File: config.mk
export PLATFORM = sky130hd
export DESIGN_NAME = i2c_humidity_sensor_reader
export DESIGN_NICKNAME = d
export VERILOG_FILES = /design/src/rtl/core/ihsr_pkg.sv /design/src/rtl/core/ihsr_sequencer.sv /design/src/rtl/core/ihsr_convert.sv /design/src/rtl/core/i2c_humidity_sensor_reader.sv
export SDC_FILE = /design/constraint.sdc
export NUM_CORES = 2
export LEC_CHECK = 0
export ABC_AREA = 1
export ABC_CLOCK_PERIOD_IN_PS = 19700
export BUFFER_PORTS_ARGS = -buffer_cell sky130_fd_sc_hd__clkbuf_2
export CAP_MARGIN = 10
export CORE_ASPECT_RATIO = 1.2
export CORE_MARGIN = 1
export CORE_UTILIZATION = 57
export CTS_CLUSTER_SIZE = 14
export DETAILED_ROUTE_END_ITERATION = 7
export GPL_ROUTABILITY_DRIVEN = 0
export PLACE_DENSITY = 0.8
export SYNTH_ARGS = -nofsm -noshare
export SYNTH_HDL_FRONTEND = slang
export SYNTH_SLANG_ARGS = --single-unit
File: constraint.sdc
create_clock -name clk -period 19.7 [get_ports clk]
set_input_delay 5.91 -clock clk [delete_from_list [all_inputs] [get_ports clk]]
set_output_delay 5.91 -clock clk [all_outputs]
set_load 0.01 [all_outputs]
File: src/rtl/core/ihsr_pkg.sv
`default_nettype none

package ihsr_pkg;

  // bus sequencer phases
  typedef enum logic [4:0] {
    PH_IDLE,
    PH_ST0,
    PH_ST1,
    PH_ST2,
    PH_WLO,
    PH_WHI,
    PH_R1LO,
    PH_R1HI,
    PH_R2LO,
    PH_R2HI,
    PH_ALO,
    PH_AHI,
    PH_NLO,
    PH_NHI,
    PH_WAIT,
    PH_GAP,
    PH_SP0,
    PH_SP1,
    PH_SP2
  } ihsr_phase_t;

  // transaction kinds
  localparam logic [2:0] KIND_HOLD_MEAS = 3'd0;
  localparam logic [2:0] KIND_POLL_MEAS = 3'd1;
  localparam logic [2:0] KIND_REG_READ  = 3'd2;
  localparam logic [2:0] KIND_REG_WRITE = 3'd3;

  // byte positions within a transaction
  localparam logic [1:0] BYTE_ADDR    = 2'd0;
  localparam logic [1:0] BYTE_CMD     = 2'd1;
  localparam logic [1:0] BYTE_THIRD   = 2'd2;
  localparam logic [1:0] BYTE_READING = 2'd3;

  // configuration register indexes
  localparam logic [1:0] CFG_SLAVE_ADDRESS  = 2'd0;
  localparam logic [1:0] CFG_HALF_BIT_TICKS = 2'd1;
  localparam logic [1:0] CFG_POLL_GAP_TICKS = 2'd2;

  // configuration reset values
  localparam logic [6:0]  RST_SLAVE_ADDRESS  = 7'd64;
  localparam logic [15:0] RST_HALF_BIT_TICKS = 16'd80;
  localparam logic [15:0] RST_POLL_GAP_TICKS = 16'd20;

  // bit count of a byte and data bit that goes out first
  localparam logic [3:0] BITS_PER_BYTE = 4'd8;
  localparam logic [3:0] LAST_READ_BIT = 4'd7;
  localparam logic [7:0] MSB_MASK      = 8'h80;

  // measurement status bits cleared from the reading
  localparam logic [15:0] STATUS_MASK = 16'h0003;

  // conversion: round(raw * coef / 100000) - offset
  localparam logic [18:0] COEF_TEMP  = 19'd268127;
  localparam logic [18:0] COEF_HUMID = 19'd190735;
  localparam logic [34:0] ROUND_HALF = 35'd50000;
  localparam logic [19:0] OFFS_TEMP  = 20'd4685;
  localparam logic [19:0] OFFS_HUMID = 20'd600;

  // division by 100000 = shift by 5, then by 3125 through a reciprocal
  localparam int unsigned PRE_SHIFT   = 5;
  localparam int unsigned RECIP_SHIFT = 41;
  localparam logic [29:0] RECIP_3125  = 30'd703687441;
  localparam logic [11:0] DIV_3125    = 12'd3125;

  // saturation bounds of the scaled reading
  localparam logic signed [19:0] SCALED_MAX = 20'sd12500;
  localparam logic signed [19:0] SCALED_MIN = -20'sd4685;

  // one input item
  typedef struct packed {
    logic       cmd;
    logic [2:0] kind;
    logic [7:0] code;
    logic [7:0] wval;
    logic       humid;
    logic       scl;
    logic       sda;
  } ihsr_item_t;

  // configuration registers
  typedef struct packed {
    logic [6:0]  slave_address;
    logic [15:0] half_bit_ticks;
    logic [15:0] poll_gap_ticks;
  } ihsr_cfg_t;

  // sequencer result handed to the conversion pipeline
  typedef struct packed {
    logic        scl_low;
    logic        sda_low;
    logic        busy;
    logic        done;
    logic        ack_missing;
    logic [15:0] raw;
    logic        conv;
    logic        humid;
  } ihsr_seq_res_t;

endpackage

`default_nettype wire

File: src/rtl/core/ihsr_sequencer.sv
`default_nettype none

module ihsr_sequencer (
  input  wire                   clk,
  input  wire                   rst_n,
  input  wire                   adv,
  input  wire                   acc,
  input  ihsr_pkg::ihsr_item_t  item,
  input  ihsr_pkg::ihsr_cfg_t   cfg,
  output logic                  res_valid,
  output ihsr_pkg::ihsr_seq_res_t res
);
  import ihsr_pkg::*;

  ihsr_phase_t   phase_r, phase_nxt;
  logic [15:0]   tick_r, tick_nxt;
  logic [3:0]    bit_r, bit_nxt;
  logic [1:0]    byte_r, byte_nxt;
  logic [7:0]    shift_r, shift_nxt;
  logic [15:0]   capt_r, capt_nxt;
  logic [2:0]    kind_r, kind_nxt;
  logic [7:0]    code_r, code_nxt;
  logic [7:0]    wval_r, wval_nxt;
  logic          humid_r, humid_nxt;
  logic          ack_r, ack_nxt;
  logic          res_valid_r;
  ihsr_seq_res_t res_r, res_nxt;

  logic [15:0]   len_sel;
  logic [15:0]   len_eff;
  logic          tick_end;
  logic          wr_bit_low;
  logic          ack_now;

  // step length and end of step
  always_comb begin
    len_sel  = (phase_r == PH_GAP) ? cfg.poll_gap_ticks : cfg.half_bit_ticks;
    len_eff  = (len_sel == 16'd0) ? 16'd1 : len_sel;
    tick_end = (({1'b0, tick_r} + 17'd1) >= {1'b0, len_eff});
    wr_bit_low = (bit_r < BITS_PER_BYTE) && ((shift_r & MSB_MASK) == 8'd0);
    ack_now = item.sda;
  end

  // next state and result of one item
  always_comb begin
    phase_nxt = phase_r;
    tick_nxt  = tick_r;
    bit_nxt   = bit_r;
    byte_nxt  = byte_r;
    shift_nxt = shift_r;
    capt_nxt  = capt_r;
    kind_nxt  = kind_r;
    code_nxt  = code_r;
    wval_nxt  = wval_r;
    humid_nxt = humid_r;
    ack_nxt   = ack_r;
    res_nxt   = '0;
    res_nxt.humid = humid_r;

    // drive levels follow the phase held before this item
    unique case (phase_r)
      PH_ST0, PH_R1LO, PH_R2LO, PH_GAP, PH_NLO: res_nxt.scl_low = 1'b1;
      PH_ST2, PH_AHI, PH_SP1:                    res_nxt.sda_low = 1'b1;
      PH_WLO: begin
        res_nxt.scl_low = 1'b1;
        res_nxt.sda_low = wr_bit_low;
      end
      PH_WHI:         res_nxt.sda_low = wr_bit_low;
      PH_ALO, PH_SP0: begin
        res_nxt.scl_low = 1'b1;
        res_nxt.sda_low = 1'b1;
      end
      default: ;
    endcase

    if (item.cmd) begin
      // begin command, ignored while a transaction runs
      if (phase_r == PH_IDLE) begin
        kind_nxt  = item.kind;
        code_nxt  = item.code;
        wval_nxt  = item.wval;
        humid_nxt = item.humid;
        phase_nxt = PH_ST0;
        tick_nxt  = 16'd0;
        bit_nxt   = 4'd0;
        byte_nxt  = BYTE_ADDR;
        shift_nxt = 8'd0;
        capt_nxt  = 16'd0;
        ack_nxt   = 1'b0;
      end
    end else if (phase_r == PH_WAIT) begin
      // hold mode: wait for the slave to release the clock
      if (item.scl) begin
        bit_nxt   = 4'd0;
        tick_nxt  = 16'd0;
        phase_nxt = PH_R1LO;
      end
    end else if (phase_r != PH_IDLE) begin
      if (!tick_end) begin
        tick_nxt = tick_r + 16'd1;
      end else begin
        tick_nxt = 16'd0;
        unique case (phase_r)
          PH_ST0: phase_nxt = PH_ST1;
          PH_ST1: phase_nxt = PH_ST2;
          PH_ST2: begin
            shift_nxt = {cfg.slave_address, (byte_r != BYTE_ADDR)};
            bit_nxt   = 4'd0;
            phase_nxt = PH_WLO;
          end
          PH_WLO: phase_nxt = PH_WHI;
          PH_WHI: begin
            if (bit_r >= BITS_PER_BYTE) begin
              // acknowledge slot of a written byte
              ack_nxt = ack_now;
              priority case (byte_r)
                BYTE_ADDR: begin
                  byte_nxt  = BYTE_CMD;
                  shift_nxt = code_r;
                  bit_nxt   = 4'd0;
                  phase_nxt = PH_WLO;
                end
                BYTE_CMD: begin
                  byte_nxt = BYTE_THIRD;
                  if (kind_r == KIND_HOLD_MEAS || kind_r == KIND_REG_READ) begin
                    phase_nxt = PH_ST0;
                  end else if (kind_r == KIND_POLL_MEAS) begin
                    phase_nxt = PH_GAP;
                  end else if (kind_r == KIND_REG_WRITE) begin
                    shift_nxt = wval_r;
                    bit_nxt   = 4'd0;
                    phase_nxt = PH_WLO;
                  end else begin
                    phase_nxt = PH_SP0;
                  end
                end
                default: begin
                  if (kind_r == KIND_POLL_MEAS && ack_now) begin
                    // no acknowledge on the read address: retry after a gap
                    byte_nxt  = BYTE_THIRD;
                    phase_nxt = PH_GAP;
                  end else begin
                    byte_nxt = BYTE_READING;
                    if (kind_r == KIND_HOLD_MEAS) begin
                      phase_nxt = PH_WAIT;
                    end else if (kind_r == KIND_POLL_MEAS || kind_r == KIND_REG_READ) begin
                      bit_nxt   = 4'd0;
                      phase_nxt = PH_R1LO;
                    end else begin
                      phase_nxt = PH_SP0;
                    end
                  end
                end
              endcase
            end else begin
              shift_nxt = {shift_r[6:0], 1'b0};
              bit_nxt   = bit_r + 4'd1;
              phase_nxt = PH_WLO;
            end
          end
          PH_R1LO: phase_nxt = PH_R1HI;
          PH_R2LO: phase_nxt = PH_R2HI;
          PH_R1HI, PH_R2HI: begin
            capt_nxt = {capt_r[14:0], item.sda};
            if (bit_r < LAST_READ_BIT) begin
              bit_nxt   = bit_r + 4'd1;
              phase_nxt = (phase_r == PH_R1HI) ? PH_R1LO : PH_R2LO;
            end else begin
              bit_nxt = 4'd0;
              if (phase_r == PH_R1HI && kind_r != KIND_REG_READ) begin
                phase_nxt = PH_ALO;
              end else begin
                phase_nxt = PH_NLO;
              end
            end
          end
          PH_ALO: phase_nxt = PH_AHI;
          PH_AHI: begin
            bit_nxt   = 4'd0;
            phase_nxt = PH_R2LO;
          end
          PH_NLO: phase_nxt = PH_NHI;
          PH_NHI: phase_nxt = PH_SP0;
          PH_GAP: phase_nxt = PH_ST0;
          PH_SP0: phase_nxt = PH_SP1;
          PH_SP1: phase_nxt = PH_SP2;
          default: begin
            // end of stop condition: report the transaction
            phase_nxt    = PH_IDLE;
            res_nxt.done = 1'b1;
            if (kind_r == KIND_HOLD_MEAS || kind_r == KIND_POLL_MEAS) begin
              res_nxt.raw  = capt_r & ~STATUS_MASK;
              res_nxt.conv = 1'b1;
            end else if (kind_r == KIND_REG_READ) begin
              res_nxt.raw = {8'd0, capt_r[7:0]};
            end
          end
        endcase
      end
    end

    res_nxt.busy        = (phase_nxt != PH_IDLE);
    res_nxt.ack_missing = ack_nxt;
  end

  // sequencer state, advanced by each accepted item
  always_ff @(posedge clk) begin
    if (!rst_n) begin
      phase_r <= PH_IDLE;
      tick_r  <= 16'd0;
      bit_r   <= 4'd0;
      byte_r  <= BYTE_ADDR;
      shift_r <= 8'd0;
      capt_r  <= 16'd0;
      kind_r  <= 3'd0;
      code_r  <= 8'd0;
      wval_r  <= 8'd0;
      humid_r <= 1'b0;
      ack_r   <= 1'b0;
    end else if (acc) begin
      phase_r <= phase_nxt;
      tick_r  <= tick_nxt;
      bit_r   <= bit_nxt;
      byte_r  <= byte_nxt;
      shift_r <= shift_nxt;
      capt_r  <= capt_nxt;
      kind_r  <= kind_nxt;
      code_r  <= code_nxt;
      wval_r  <= wval_nxt;
      humid_r <= humid_nxt;
      ack_r   <= ack_nxt;
    end
  end

  // result register
  always_ff @(posedge clk) begin
    if (!rst_n) begin
      res_valid_r <= 1'b0;
    end else if (adv) begin
      res_valid_r <= acc;
    end
  end

  always_ff @(posedge clk) begin
    if (adv) begin
      res_r <= res_nxt;
    end
  end

  assign res_valid = res_valid_r;
  assign res       = res_r;

  // a finished transaction leaves the block idle
  a_done_not_busy: assert property (@(posedge clk) disable iff (!rst_n)
    res_valid_r && res_r.done |-> !res_r.busy)
    else $error("done reported while still busy");

  // readings appear only with done
  a_raw_only_on_done: assert property (@(posedge clk) disable iff (!rst_n)
    res_valid_r && !res_r.done |-> (res_r.raw == 16'd0) && !res_r.conv)
    else $error("reading outside the completing item");

  // reading phases never start before the read address byte
  a_read_after_addr: assert property (@(posedge clk) disable iff (!rst_n)
    (phase_r == PH_R1LO || phase_r == PH_R2LO || phase_r == PH_WAIT)
      |-> (byte_r == BYTE_READING))
    else $error("read phase entered before address phase completed");

endmodule

`default_nettype wire

File: src/rtl/core/ihsr_convert.sv
`default_nettype none

module ihsr_convert (
  input  wire                     clk,
  input  wire                     rst_n,
  input  wire                     adv,
  input  wire                     in_valid,
  input  ihsr_pkg::ihsr_seq_res_t in_res,
  output logic                    out_valid,
  output ihsr_pkg::ihsr_seq_res_t out_res,
  output logic signed [14:0]      out_scaled
);
  import ihsr_pkg::*;

  // stage valid bits
  logic          v2_r, v3_r, v4_r, v5_r;
  ihsr_seq_res_t r2_r, r3_r, r4_r, r5_r;

  // stage 2: scaled product plus one half
  logic [34:0]   prod_r;
  // stage 3: quotient estimate by reciprocal
  logic [29:0]   y3_r;
  logic [18:0]   q3_r;
  // stage 4: back multiplication for the remainder
  logic [29:0]   y4_r;
  logic [18:0]   q4_r;
  logic [29:0]   m4_r;
  // stage 5: corrected, offset and saturated reading
  logic signed [14:0] scaled_r;

  logic [18:0]   coef;
  logic [29:0]   y_cur;
  logic [59:0]   recip_prod;
  logic [29:0]   rem;
  logic [18:0]   q_fix;
  logic [19:0]   offs;
  logic signed [19:0] val;
  logic signed [14:0] sat;

  always_comb begin
    coef       = in_res.humid ? COEF_HUMID : COEF_TEMP;
    y_cur      = prod_r[34:PRE_SHIFT];
    recip_prod = {30'd0, y_cur} * {30'd0, RECIP_3125};
    rem        = y4_r - m4_r;
    q_fix      = q4_r + {18'd0, (rem >= {18'd0, DIV_3125})};
    offs       = r4_r.humid ? OFFS_HUMID : OFFS_TEMP;
    val        = $signed({1'b0, q_fix}) - $signed(offs);
    if (val > SCALED_MAX) begin
      sat = SCALED_MAX[14:0];
    end else if (val < SCALED_MIN) begin
      sat = SCALED_MIN[14:0];
    end else begin
      sat = val[14:0];
    end
  end

  // valid bits of the pipeline
  always_ff @(posedge clk) begin
    if (!rst_n) begin
      v2_r <= 1'b0;
      v3_r <= 1'b0;
      v4_r <= 1'b0;
      v5_r <= 1'b0;
    end else if (adv) begin
      v2_r <= in_valid;
      v3_r <= v2_r;
      v4_r <= v3_r;
      v5_r <= v4_r;
    end
  end

  // payload stages
  always_ff @(posedge clk) begin
    if (adv) begin
      r2_r     <= in_res;
      prod_r   <= ({16'd0, coef} * {19'd0, in_res.raw}) + ROUND_HALF;
      r3_r     <= r2_r;
      y3_r     <= y_cur;
      q3_r     <= 19'(recip_prod >> RECIP_SHIFT);
      r4_r     <= r3_r;
      y4_r     <= y3_r;
      q4_r     <= q3_r;
      m4_r     <= 30'({11'd0, q3_r} * {18'd0, DIV_3125});
      r5_r     <= r4_r;
      scaled_r <= r4_r.conv ? sat : 15'sd0;
    end
  end

  assign out_valid  = v5_r;
  assign out_res    = r5_r;
  assign out_scaled = scaled_r;

  // estimate is at most one below the true quotient
  a_rem_bound: assert property (@(posedge clk) disable iff (!rst_n)
    v4_r |-> (rem < {17'd0, DIV_3125, 1'b0}))
    else $error("reciprocal estimate out of range");

  // reading stays inside its range
  a_scaled_range: assert property (@(posedge clk) disable iff (!rst_n)
    v5_r |-> (scaled_r >= $signed(SCALED_MIN[14:0])) &&
             (scaled_r <= $signed(SCALED_MAX[14:0])))
    else $error("scaled reading outside its range");

  // only measurements carry a scaled reading
  a_scaled_only_conv: assert property (@(posedge clk) disable iff (!rst_n)
    v5_r && !r5_r.conv |-> (scaled_r == 15'sd0))
    else $error("scaled reading without a measurement");

endmodule

`default_nettype wire

File: src/rtl/core/i2c_humidity_sensor_reader.sv
// I2C master for a humidity / temperature sensor.
// Input channel (in_*): one transfer per tick or begin command. in_tuser = 1 starts a
// transaction with the kind, command byte, write byte and conversion in in_tdata;
// in_tuser = 0 is a time tick carrying the sampled SCL and SDA levels.
// Result channel (out_*): exactly one transfer per input transfer, in order, with the
// pull-low levels for both lines, busy, a one-item done pulse, the acknowledge error
// and, on done, the raw and scaled readings.
// Configuration (cfg_*): slave address, ticks per half bit and poll gap; write only
// while no transfer is in the pipeline. cfg_ready is always high.
// Path: the result of an item passes through the sequencer result register and then
// a four-stage conversion pipeline before it appears on out_*.
// Throughput: one item per cycle while the output is not held, set by the sequencer
// state register that takes one tick per cycle; a new item is accepted while earlier
// ones are in the pipeline. When out_tready is low with a result waiting the whole
// pipeline holds and in_tready falls in the same cycle; no result is lost or repeated.
// Reset (rst_n low, synchronous): sequencer idle, pipeline empty, configuration
// back to address 64, 80 ticks per half bit and a gap of 20 ticks.
`default_nettype none

module i2c_humidity_sensor_reader (
  input  wire         clk,
  input  wire         rst_n,
  // input channel
  input  wire         in_tvalid,
  output logic        in_tready,
  // [2:0] transaction_kind, [10:3] command_code, [18:11] write_value,
  // [19] is_humidity, [20] scl_sample, [21] sda_sample, [23:22] zero
  input  wire  [23:0] in_tdata,
  // [0] cmd
  input  wire  [0:0]  in_tuser,
  // result channel
  output logic        out_tvalid,
  input  wire         out_tready,
  // [0] scl_pull_low, [1] sda_pull_low, [2] busy_res, [3] done_res, [4] ack_missing,
  // [20:5] raw_reading, [35:21] scaled_reading, [39:36] zero
  output logic [39:0] out_tdata,
  // configuration channel
  input  wire         cfg_valid,
  output logic        cfg_ready,
  input  wire  [1:0]  cfg_index,
  input  wire  [15:0] cfg_data
);
  import ihsr_pkg::*;

  ihsr_cfg_t     cfg_r;
  ihsr_item_t    item;
  logic          adv;
  logic          acc;
  logic          seq_valid;
  ihsr_seq_res_t seq_res;
  logic          conv_valid;
  ihsr_seq_res_t conv_res;
  logic signed [14:0] conv_scaled;

  // pipeline moves when the output register is free or being emptied
  assign adv       = !conv_valid || out_tready;
  assign in_tready = adv;
  assign acc       = in_tvalid && adv;
  assign cfg_ready = 1'b1;

  // unpack the input transfer
  always_comb begin
    item.cmd   = in_tuser[0];
    item.kind  = in_tdata[2:0];
    item.code  = in_tdata[10:3];
    item.wval  = in_tdata[18:11];
    item.humid = in_tdata[19];
    item.scl   = in_tdata[20];
    item.sda   = in_tdata[21];
  end

  // configuration registers
  always_ff @(posedge clk) begin
    if (!rst_n) begin
      cfg_r.slave_address  <= RST_SLAVE_ADDRESS;
      cfg_r.half_bit_ticks <= RST_HALF_BIT_TICKS;
      cfg_r.poll_gap_ticks <= RST_POLL_GAP_TICKS;
    end else if (cfg_valid) begin
      unique case (cfg_index)
        CFG_SLAVE_ADDRESS:  cfg_r.slave_address  <= cfg_data[6:0];
        CFG_HALF_BIT_TICKS: cfg_r.half_bit_ticks <= cfg_data;
        CFG_POLL_GAP_TICKS: cfg_r.poll_gap_ticks <= cfg_data;
        default: ;
      endcase
    end
  end

  ihsr_sequencer u_seq (
    .clk       (clk),
    .rst_n     (rst_n),
    .adv       (adv),
    .acc       (acc),
    .item      (item),
    .cfg       (cfg_r),
    .res_valid (seq_valid),
    .res       (seq_res)
  );

  ihsr_convert u_conv (
    .clk        (clk),
    .rst_n      (rst_n),
    .adv        (adv),
    .in_valid   (seq_valid),
    .in_res     (seq_res),
    .out_valid  (conv_valid),
    .out_res    (conv_res),
    .out_scaled (conv_scaled)
  );

  // pack the result transfer
  assign out_tvalid = conv_valid;
  assign out_tdata  = {4'd0, conv_scaled, conv_res.raw, conv_res.ack_missing,
                       conv_res.done, conv_res.busy, conv_res.sda_low, conv_res.scl_low};

endmodule

`default_nettype wire
==> results by group <==
Status
  – Outcome: complete, no violations

Critical path
  – Startpoint types: primary input
  – CP Class: in2out
  – Crit end category: primary output
  – Worst Path Required: 13.79 ns
  – Slowest CP cell: nor2_1
  – CP max FO: between 40 and 50
  – CP peak stage delay: 0.50 ns
  – CP Cell Sequence: clkbuf_2 -> nor2_1 -> inv_8 -> clkbuf_2
  – CP arrival: 7.07 ns
  – CP most frequent cell: clkbuf_2
  – Crit path buf inv count: 3
  – Crit path max-delay family: buffers and inverters

Yosys
  – Post-synthesis register bit count: 400
  – Async SR Flop Fraction: 0
  – Synth top area share: 0.253
  – Mean Syn Cell Area: between 9 and 10 sq um
  – Most frequent cell after synthesis: inv_1
  – Top cell type by total area after synthesis: fa_1
  – Leading register cell type out of synthesis: edfxtp_1
  – EDFF count, synth: ~280
  – Mapped Area: between 40000 and 50000 sq um
  – Syn Inst Count: 4819
  – Distinct cell type count after synthesis: 56
  – Synth area leaders: fa_1, ha_1, edfxtp_1, inv_1, dfxtp_1
  – Sequential cell area fraction in the yosys report: 0.241
  – Ys Warns: 0
  – Commonest cells post-synth: inv_1, ha_1, fa_1

STA
  – Setup TNS: 0 ns
  – Slew HR: 0.231
  – Slew at the pin with the worst max-slew slack: 1.15 ns
  – RSZ-0062 raised after global routing: no
  – Slew Limit Fails: 0
  – Number of setup violations in the final report: 0
  – Tcrit/Tclk final: 0.659
  – Final Skew: roughly 0.036 ns
  – Post-route minimum period: about 13 ns
  – Final hold vios: 0
  – Fmax: 77.0 MHz

Clocking
  – PostCTS Resize Cnt: 0
  – Clock tree buffer depth: 3
  – CTS root buf: clkbuf_16
  – CTS buffer count: 42
  – Clock Pin Slew Worst Setup and Hold Paths: 0.06 ns
  – Post-CTS Setup Repair Bufs: 0
  – CTS sink count: 400
  – CTS tree: yes
  – Post-CTS Hold Buffers: 0
  – Clock latency on the worst-skew pair: 0.62 ns
  – Htree depth: 2

Cells and area
  – N_diodes: 0
  – Area growth from synthesis to layout: 6.66%
  – Layout cell share with drive strength beyond 1: 0.0400
  – Layout Nets: between 6k and 7k

Floorplan
  – Die Area: 80000 sq um
  – Die Width: roughly 260 microns
  – Die Height: 310 microns
  – IO Pins: 91
  – CORE AREA: between 70000 and 80000 sq um
  – Starting Density: 0.577
  – Cell Rows: 112

GRT
  – Pin count of the biggest net entering global routing: just under 90
  – First-pass GRT wire length: 169000 microns
  – GR Overflow Total: 0
  – Initial antenna violation count: 0
  – GRT Util Overall: 0.268
  – Vias in the first global route: 34.2k

Detailed routing
  – Post-route antenna net violation count: 0
  – Routed length per placed instance: 17.5 microns
  – Final Routed Wirelength: roughly 100000 microns
  – Drt drc: 0
  – Starting DRC count in detailed routing: about 2.0k
  – Drt pass-1 iters: 7
  – Vias per cell: between 5 and 6
  – Vias: approximately 33k

Worst hold path
  – Worst Hold Class: reg2reg

Placement
  – # port buffers: 83
  – DPL Wire Length: 84900 microns

Job
  – Max Cap Viol: 0
metal layers:
metal,up-vias,GRT usage,routed length (microns)
li1,15500,-,-
met1,15600,0.298,38000
met2,1096,0.489,53500
met3,400,0.0351,5550
met4,0,0.161,7120
met5,-,0,0
sequential cells by signal (all words and copies together) (netlist names), 17 cells and up:
name            cells
cfg_r              39
u_conv.m4_r        30
u_conv.prod_r      30
u_conv.y3_r        30
u_conv.y4_r        30
u_conv.r2_r        23
u_conv.r3_r        23
u_conv.r4_r        23
u_seq.res          23
u_conv.out_res     21
u_conv.q3_r        19
u_conv.q4_r        17
area by class of cell:
class	instances	area, sq um
Timing Repair Buffer	96	513
Fill cell	6234	30000
Tap cell	1026	1280
Clock inverter	27	287
Multi-Input combinational cell	3193	29500
Inverter	1180	4440
Clock buffer	51	1100
Sequential cell	400	10900
final timing paths:
kind / startpoint / depth (start not counted) / slack (ns) / to
max reg2reg: u_conv.prod_r[15]$_DFFE_PN_ / 19 / 12.22 / u_conv.q3_r[18]$_DFFE_PN_
max: out_tready / 4 / 6.72 / in_tready
min: u_conv.y3_r[22]$_DFFE_PN_ / 0 / 0.41 / u_conv.y4_r[22]$_DFFE_PN_
min reg2reg: u_conv.y3_r[22]$_DFFE_PN_ / 0 / 0.41 / u_conv.y4_r[22]$_DFFE_PN_
stage by stage:
step,utilization,instances,cell area (sq um),hold WS [ns],setup WS [ns]
floorplan,-,4832,45000,0.400,2.20
global placement,0.597,5895,46600,0.400,6.71
detailed placement,0.597,5895,46600,0.405,6.70
CTS,0.615,5973,47900,0.406,6.70
global route,0.615,5973,47900,0.409,6.59
finish,0.615,5973,47900,0.410,6.72
cells by family after synthesis:
family | synth area share
adders and majority gates | 0.447
buffers and inverters | 0.104
and+or+nand+nor | 0.108
AOI/OAI and AO/OA | 0.0740
DFF | 0.241
xor gates and xnor gates | 0.0242
other | 0.000167
muxes | 0.000445
placed cells by master, fill, tap and decap left out, types with 42 or more instances in the layout:
cell,synthesis,routed
a21oi_1,260,259
nand3_1,104,104
xor2_1,68,68
nor2_1,398,398
nand2_1,551,551
fa_1,567,567
ha_1,700,700
xnor2_1,56,56
clkbuf_2,0,83
o21ai_0,236,236
edfxtp_1,284,284
inv_1,1178,1177
clkbuf_16,0,42
dfxtp_1,116,116
Power is not shown: default switching activity piles up to over one toggle a cycle in this logic, so the estimate is an artifact.
